File: src/hdl/krqs_in_fifo.sv
// Short record queue between the loader and the sort engine.
module krqs_in_fifo #(
	parameter int WIDTH = 97
) (
	input  logic             clk,
	input  logic             arst_n,
	input  logic             wr_valid,
	output logic             wr_ready,
	input  logic [WIDTH-1:0] wr_data,
	output logic             rd_valid,
	input  logic             rd_ready,
	output logic [WIDTH-1:0] rd_data
);
	logic [WIDTH-1:0] buf_q [2];
	logic             wp_q;
	logic             rp_q;
	logic [1:0]       cnt_q;
	logic             do_wr;
	logic             do_rd;

	assign wr_ready = cnt_q != 2'd2;
	assign rd_valid = cnt_q != 2'd0;
	assign rd_data  = buf_q[rp_q];
	assign do_wr    = wr_valid && wr_ready;
	assign do_rd    = rd_valid && rd_ready;

	always_ff @(posedge clk) begin
		if (do_wr) begin
			buf_q[wp_q] <= wr_data;
		end
	end

	always_ff @(posedge clk or negedge arst_n) begin
		if (!arst_n) begin
			wp_q  <= 1'b0;
			rp_q  <= 1'b0;
			cnt_q <= 2'd0;
		end else begin
			if (do_wr) begin
				wp_q <= ~wp_q;
			end
			if (do_rd) begin
				rp_q <= ~rp_q;
			end
			cnt_q <= cnt_q + {1'b0, do_wr} - {1'b0, do_rd};
		end
	end
endmodule

File: config.mk
export PLATFORM = sky130hd
export DESIGN_NAME = krqs_in_fifo
export DESIGN_NICKNAME = d
export VERILOG_FILES = /design/src/hdl/krqs_in_fifo.sv
export SDC_FILE = /design/constraint.sdc
export NUM_CORES = 1
export LEC_CHECK = 0
export ABC_AREA = 1
export ABC_CLOCK_PERIOD_IN_PS = 7100
export BUFFER_PORTS_ARGS = -buffer_cell sky130_fd_sc_hd__buf_2
export CAP_MARGIN = 20
export CELL_PAD_IN_SITES_DETAIL_PLACEMENT = 0
export CELL_PAD_IN_SITES_GLOBAL_PLACEMENT = 1
export CORE_ASPECT_RATIO = 2
export CORE_MARGIN = 10
export CORE_UTILIZATION = 35
export DETAILED_ROUTE_END_ITERATION = 8
export PLACE_DENSITY = 0.7
export SETUP_SLACK_MARGIN = 0.1
export SYNTH_ARGS = -nofsm -noshare
export SYNTH_HDL_FRONTEND = slang
export SYNTH_SLANG_ARGS = --single-unit
File: constraint.sdc
create_clock -name clk -period 7.1 [get_ports clk]
set_clock_uncertainty 0.1 [all_clocks]
set_input_delay 0.355 -clock clk [delete_from_list [all_inputs] [get_ports clk]]
set_output_delay 0.355 -clock clk [all_outputs]
set_load 0.02 [all_outputs]
* Yosys cells after proc, flatten, opt, wreduce, memory -nomap -nowiden
Memory sizes are Yosys's and may differ from the RTL's. Cells that the tools add are included.
Word-level totals: memories 1, memory bits (writable) 194, word-level logic and storage cells 14, flip-flop bits (word level) 4, output and inout bits 99, bits of input ports 101
Memories:
- buf_q | words 2, width 97, read ports 1, clocked after memory_dff 0, write ports 1, line 14 | logic [WIDTH-1:0] buf_q [2];
Operators by class: multiplexer cells 2, reductions and logical operators 3, bitwise operators 2, equality and inequality tests 1, $add $sub $neg 2
Operators with widths (count):
- 2-bit by 1-bit adder with 2-bit output | 1
- 1-bit logical AND | 2
- 1-bit 2-to-1 mux | 2
- 2-bit != test (second input constant) | 1
- 1-bit NOT | 2
- 2-bit nonzero test | 1
- 2-bit by 1-bit subtractor with 2-bit output | 1

* Longest topological paths before layout
Gate-level depths: netlist (run 1).
word-level depth 4, depth in mapped cells 10, mapped depth without buffers 10

* Worst setup path after synthesis (run 1)
OpenSTA, ideal clock, no wires.
path kind register to register, start reg cnt_q[1], end mem buf_q[1][0] (enable), library setup time 554 ps, buffers on the path 0, period minus slack after synthesis 5406 ps, arrival time 4752 ps, cell stages (with the launch flop) 4, data required time 6446 ps, slack 1694 ps, cell sequence dfrtp_1 nand2_1 nand2_1 nor2_1
Between the ends: cells in the longest elaborated chain, start to end 4
Ends and longest elaborated chain:
- from (decl) | line 17 | logic [1:0] cnt_q;
- from (signal assigned) | line 45 | cnt_q <= cnt_q + {1'b0, do_wr} - {1'b0, do_rd};
- 2-bit != test | line 21 | assign wr_ready = cnt_q != 2'd2;
- net wr_ready | line 8 | output logic wr_ready,
- 1-bit logical AND | line 24 | assign do_wr = wr_valid && wr_ready;
- 1-bit 2-to-1 mux | line 28 | if (do_wr) begin
- 1-bit 2-to-1 mux (not written as such) | line 29 | buf_q[wp_q] <= wr_data;
- to (decl) | line 14
The timed path passes the listed nets, and every way through them passes these cells.

* Worst setup path in the final report (run 1)
start reg rp_q, end out rd_data[15]
Between the ends: cells in the longest elaborated chain, start to end 1
Ends and longest elaborated chain:
- from (decl) | line 16 | logic rp_q;
- from (signal assigned) | line 43 | rp_q <= ~rp_q;
- memory 2 x 97 bit
- to (decl) | line 12 | output logic [WIDTH-1:0] rd_data
No other way between the ends.

==> results of run 1 <==
## cell usage after synthesis
master      n  area, sq um
edfxtp_1  194         5830
nor2_1      1         3.75
buf_4       4         30.0
nand2_1   304         1140
inv_1       8         30.0
dfrtp_1     4          100
ha_1        2         25.0
buf_6       3         33.8
buf_2      14         70.1
inv_4       1         6.26
nand3_1     3         15.0
## power breakdown
group	switching (mW)	internal, mW	total (mW)
Sequential	0.0962	1.60	1.69
Clock	0.449	0.501	0.950
Combinational	1.03	0.400	1.43
## cells by family (layout without fill, tap and decap cells)
logic type / after synthesis / after routing / share of synthesized area, %
and+or+nand+nor: 308 / 308 / 15.9
other: 0 / 1 / 0
DFF: 198 / 198 / 81.4
adders and majority gates: 2 / 2 / 0.344
buffers and inverters: 30 / 330 / 2.34
## per-layer routing
metal  GRT usage [%]  share of wire (%)
met1            12.4                 35
met2            23.7                 56
met3            4.18                6.0
met4            6.76                3.2
met5               0                  0
## registers in the layout (all words and copies together), names as in the netlist
signal	cells
rp_q	1
cnt_q	2
buf_q	194
wp_q	1
## layout make-up
cell class                 instances  share of cell area, %
clock inverter                    15                   1.62
multi-input combinational        310                   12.0
sequential                       198                   59.5
antenna                            1                 0.0251
clock buffer                      17                   4.27
timing repair buffer             289                   18.9
inverter                           9                  0.389
tap                              266                   3.34
## final timing paths
kind                                     endpoint  slack [ns]  cells past startpoint
setup / recovery                      rd_data[15]        4.21                      4
hold / removal             buf_q[1][42]$_DFFE_PP_        0.03                      1
setup reg to reg           buf_q[1][77]$_DFFE_PP_        4.64                      5
hold reg to reg                  wp_q$_DFFE_PN0N_        0.39                      2
max in group asynchronous        rp_q$_DFFE_PN0P_        6.62                      2
min in group asynchronous        wp_q$_DFFE_PN0N_        0.14                      2
==> metrics.txt, run 1 <==
Mapped Area=7280 sq um; final core occ=48.7%; Worst setup EP type=output port; FMAX=0.346 GHz; Crit. Startpoint=rp_q$_DFFE_PN0P_; pre-CTS setup slack=4.60 ns; Routed Antenna Nets=0; ratio of cells with drive above 1 in the final layout=28.5%; post-CTS setup buffers=0; Final setup viols=0; non-filler cells, final=1105; Final Slew Violations=0; CTS root buffer=clkbuf_16; crit path time final=2.89 ns; CP cell instances=inv_4 > nand2_1 > nand2_1 > buf_2; clock buffer depth=2; pwr dens=408 nW/um^2; initial antenna violation count=1; drt total wl=17800 um; Worst-Margin Slew=1.00 ns; most frequent cells in the layout=304 x nand2_1, 199 x buf_2, 194 x edfxtp_1, 86 x dlygate4sd3_1, 17 x clkbuf_16; Core ar.=20500 sq um; tightest hold margin=0.0272 ns; Area Overhead vs Synth=36.9%; CTS H-tree depth=4; count of cell types in the netlist=11; slowest CP cell=inv_4; CP dominant cell by count=nand2_1; hpwl dp=12000 um; routability cong.=0.773; #FFs+latches synth=198; run status=complete, no violations; global-route wire length before repair=26900 um; pin count of the biggest net entering global routing=99; worst setup margin=4.21 ns; Crit path required time=6.64 ns; commonest non-fill, non-tap cell in the layout=nand2_1; RSZ-0062 raised after global routing=false; Final Cycle Share=40.7%; Mapped Nets=641; Max VDD drop=0.328 mV; clock insertion delay at the later pin of the skew report=0.44 ns; Crit Path Class=register to output port; DRC=0; fin area=9970 sq um; drt first pass iters=4; Placed Cells=986; Final Hold Fails=0; Die Width=122 um; Post-Syn Instances=538; Ports=200; die area=27300 sq um; hold crit path type=primary input to register; synth warn=0; 1st-iter DRT viols=271; vias in the first global route=5176; nets=928; critical path's top delay family=buffers and inverters; via count=4840; num rows=74; CTS buffer count=17; Hold Path Origin=wr_data[42]; CP bufs+invs=2; TNS Setup=0 ns; gr usage total=13.0%; Avg Cell Area, Syn=13.5 sq um; WL/cell=16.1 um; CTS Hold Buffers Added=86; Initial Util=35.6%; CP arrival=2.43 ns; drt via density=4.38; dpl cell area=8520 sq um; Die Height=224 um; Power Total=4.07 mW; max incr delay on CP=0.81 ns; fillcell total=1786; Clock Pin Slew Worst Setup and Hold Paths=0.08 ns; register area share after synthesis=81.4%; global route overflow=0; crit path max fanout=98; I/O Buffers=199; Max Cap Viol=0; worst r2r src=cnt_q[1]$_DFF_PN0_; startpoint class of the critical path=register; worst relative slew slack=33.0%; Lkg Pwr=4.28 nW; CTS tree=built; Gates resized, CTS repair=0; Sequential Area=5930 sq um; area of the multi-input gates=1190 sq um; Clock Sinks=198
(Power assumes the default switching activity.)
==> inputs of run 2 (changes only) <==
--- a/config.mk
+++ b/config.mk
@@ -6,7 +6,7 @@
 export NUM_CORES = 1
 export LEC_CHECK = 0
 export ABC_AREA = 1
-export ABC_CLOCK_PERIOD_IN_PS = 7100
+export ABC_CLOCK_PERIOD_IN_PS = 2700
 export BUFFER_PORTS_ARGS = -buffer_cell sky130_fd_sc_hd__buf_2
 export CAP_MARGIN = 20
 export CELL_PAD_IN_SITES_DETAIL_PLACEMENT = 0
==> constraint.sdc (replaced) <==
create_clock -name clk -period 2.7 [get_ports clk]
set_clock_uncertainty 0.1 [all_clocks]
set_input_delay 0.135 -clock clk [delete_from_list [all_inputs] [get_ports clk]]
set_output_delay 0.135 -clock clk [all_outputs]
set_load 0.02 [all_outputs]
==> metrics.txt, run 2 (synthesis gave the netlist of run 1 again) <==
Reg2Reg Setup Slack=0.98 ns (was 4.64 ns); num rows=74 (unchanged); pwr dens=1050 nW/um^2 (was 408 nW/um^2); CP arrival=2.20 ns (was 2.43 ns); Worst-Margin Slew=1.08 ns (was 1.00 ns); Gates resized, CTS repair=0 (unchanged); Hold Path Origin=wr_data[90] (was wr_data[42]); run status=complete, no violations (unchanged); CTS tree=built (unchanged); Max VDD drop=0.586 mV (was 0.328 mV); slowest CP cell=buf_4 (was inv_4); nets=945 (was 928); startpoint class of the critical path=register (unchanged); ratio of cells with drive above 1 in the final layout=28.3% (was 28.5%); R2R depth=5 (unchanged); CTS Hold Buffers Added=101 (was 86); commonest non-fill, non-tap cell in the layout=nand2_1 (unchanged); flip-flop count of the largest register after layout=194 (unchanged); Area Overhead vs Synth=39.5% (was 36.9%); Crit Path Class=register to output port (unchanged); WL/cell=16.2 um (was 16.1 um); initial antenna violation count=3 (was 1); Clock Sinks=198 (unchanged); Core ar.=20500 sq um (unchanged); Initial Util=35.6% (unchanged); drt first pass iters=5 (was 4); Final Hold Fails=0 (unchanged); max incr delay on CP=0.82 ns (was 0.81 ns); via count=4993 (was 4840); CTS root buffer=clkbuf_16 (unchanged); worst relative slew slack=27.7% (was 33.0%); Critical R2R Capture=buf_q[1][7]$_DFFE_PP_ (was buf_q[1][77]$_DFFE_PP_); Crit path required time=2.47 ns (was 6.64 ns); Final Cycle Share=90.1%; hold crit path type=primary input to register (unchanged); Max Cap Viol=0 (unchanged); crit path time final=2.43 ns; I/O Buffers=199 (unchanged); Regs by FF count=buf_q (194), cnt_q (2) (unchanged); CTS buffer count=17 (unchanged); Lkg Pwr=4.33 nW (was 4.28 nW); Final setup viols=0 (unchanged); global-route wire length before repair=27600 um (was 26900 um); drt via density=4.44 (was 4.38); CP cell instances=buf_4 > nand2_1 > nand2_1 > buf_2 (was inv_4 > nand2_1 > nand2_1 > buf_2); RSZ-0062 raised after global routing=false (unchanged); 1st-iter DRT viols=260 (was 271); Power Total=10.7 mW (was 4.07 mW); post-CTS setup buffers=0 (unchanged); routability cong.=0.749 (was 0.773); Die Height=224 um (unchanged); Ports=200 (unchanged); WHS Endpoint=buf_q[1][90]$_DFFE_PP_ (was buf_q[1][42]$_DFFE_PP_); worst r2r src=cnt_q[0]$_DFF_PN0_ (was cnt_q[1]$_DFF_PN0_); vias in the first global route=5270 (was 5176); Routed Antenna Nets=0 (unchanged); CP dominant cell by count=nand2_1 (unchanged); Final Slew Violations=0 (unchanged); CTS H-tree depth=4 (unchanged); clock insertion delay at the later pin of the skew report=0.43 ns (was 0.44 ns); Biggest register=buf_q (unchanged); drt total wl=18200 um (was 17800 um); crit path max fanout=98 (unchanged); pin count of the biggest net entering global routing=99 (unchanged); global route overflow=0 (unchanged); Die Width=122 um (unchanged); most frequent cells in the layout=302 x nand2_1, 199 x buf_2, 194 x edfxtp_1, 101 x dlygate4sd3_1, 17 x clkbuf_16 (was 304 x nand2_1, 199 x buf_2, 194 x edfxtp_1, 86 x dlygate4sd3_1, 17 x clkbuf_16); TNS Setup=0 ns (unchanged); Clock Pin Slew Worst Setup and Hold Paths=0.07 ns (was 0.08 ns); die area=27300 sq um (unchanged); Hold Crit Depth=2 (was 1); FMAX=0.411 GHz; DRC=0 (unchanged); Worst setup EP type=output port (unchanged); clock buffer depth=2 (unchanged); gr usage total=13.2% (was 13.0%); hpwl dp=12000 um (about the same)
-- run 2: worst max path at each step --
stage                             startpoint  slack [ns]  cells past startpoint               endpoint
after global routing        rp_q$_DFFE_PN0P_        0.11                      4            rd_data[43]
after detailed placement    rp_q$_DFFE_PN0P_        0.74                      4            rd_data[40]
after global placement      rp_q$_DFFE_PN0P_        0.77                      4            rd_data[10]
after floorplan           cnt_q[1]$_DFF_PN0_        0.12                      3  buf_q[1][0]$_DFFE_PP_
after CTS                   rp_q$_DFFE_PN0P_        0.25                      4            rd_data[87]
final                       rp_q$_DFFE_PN0P_        0.27                      4            rd_data[43]
-- run 2: area by class of cell --
class	instances	area [sq um]
diodes	4	10.0
clock buffers	18	429
clock inverters	14	130
fillers	1778	10300
inverters	9	40.0
multi-input cells	310	1210
flip-flops and latches	198	5930
well taps	266	333
repair buffers	306	2080
-- run 2: report_power, final --
| part | total (mW) | internal, mW | switching [mW] |
|---|---|---|---|
| Combinational | 3.95 | 1.12 | 2.83 |
| Clock | 2.38 | 1.28 | 1.11 |
| Sequential | 4.36 | 4.19 | 0.164 |
-- run 2: routing by layer --
layer  share of wire [%]  vias up  global-route usage (%)  wire length [um]
met5                   0        -                       0                 0
met4                 3.4        0                    7.96               624
met3                 6.1       36                    4.33              1110
met2                  55      145                    23.9             10100
met1                  35     2397                    12.4              6400
li1                    -     2415                       -                 -
-- run 2: through the flow --
step                hold slack, ns  area [sq um]  setup slack (ns)  util [%]  std cells
global placement            -0.157          8580             0.768      41.9        988
finish                       0.314         10200             0.267      49.6       1125
CTS                          0.290         10100             0.247      49.6       1121
floorplan                   -0.261          7310             0.120         -        538
global route                 0.307         10200             0.106      49.6       1124
detailed placement          -0.151          8580             0.736      41.9        988
-- run 2: worst max-delay path, delay by kind of cell, from the launching register on --
kind,cells,cell delay [ns]
buffers and inverters,2,0.99
DFF,1,0.42
and+or+nand+nor,2,0.30
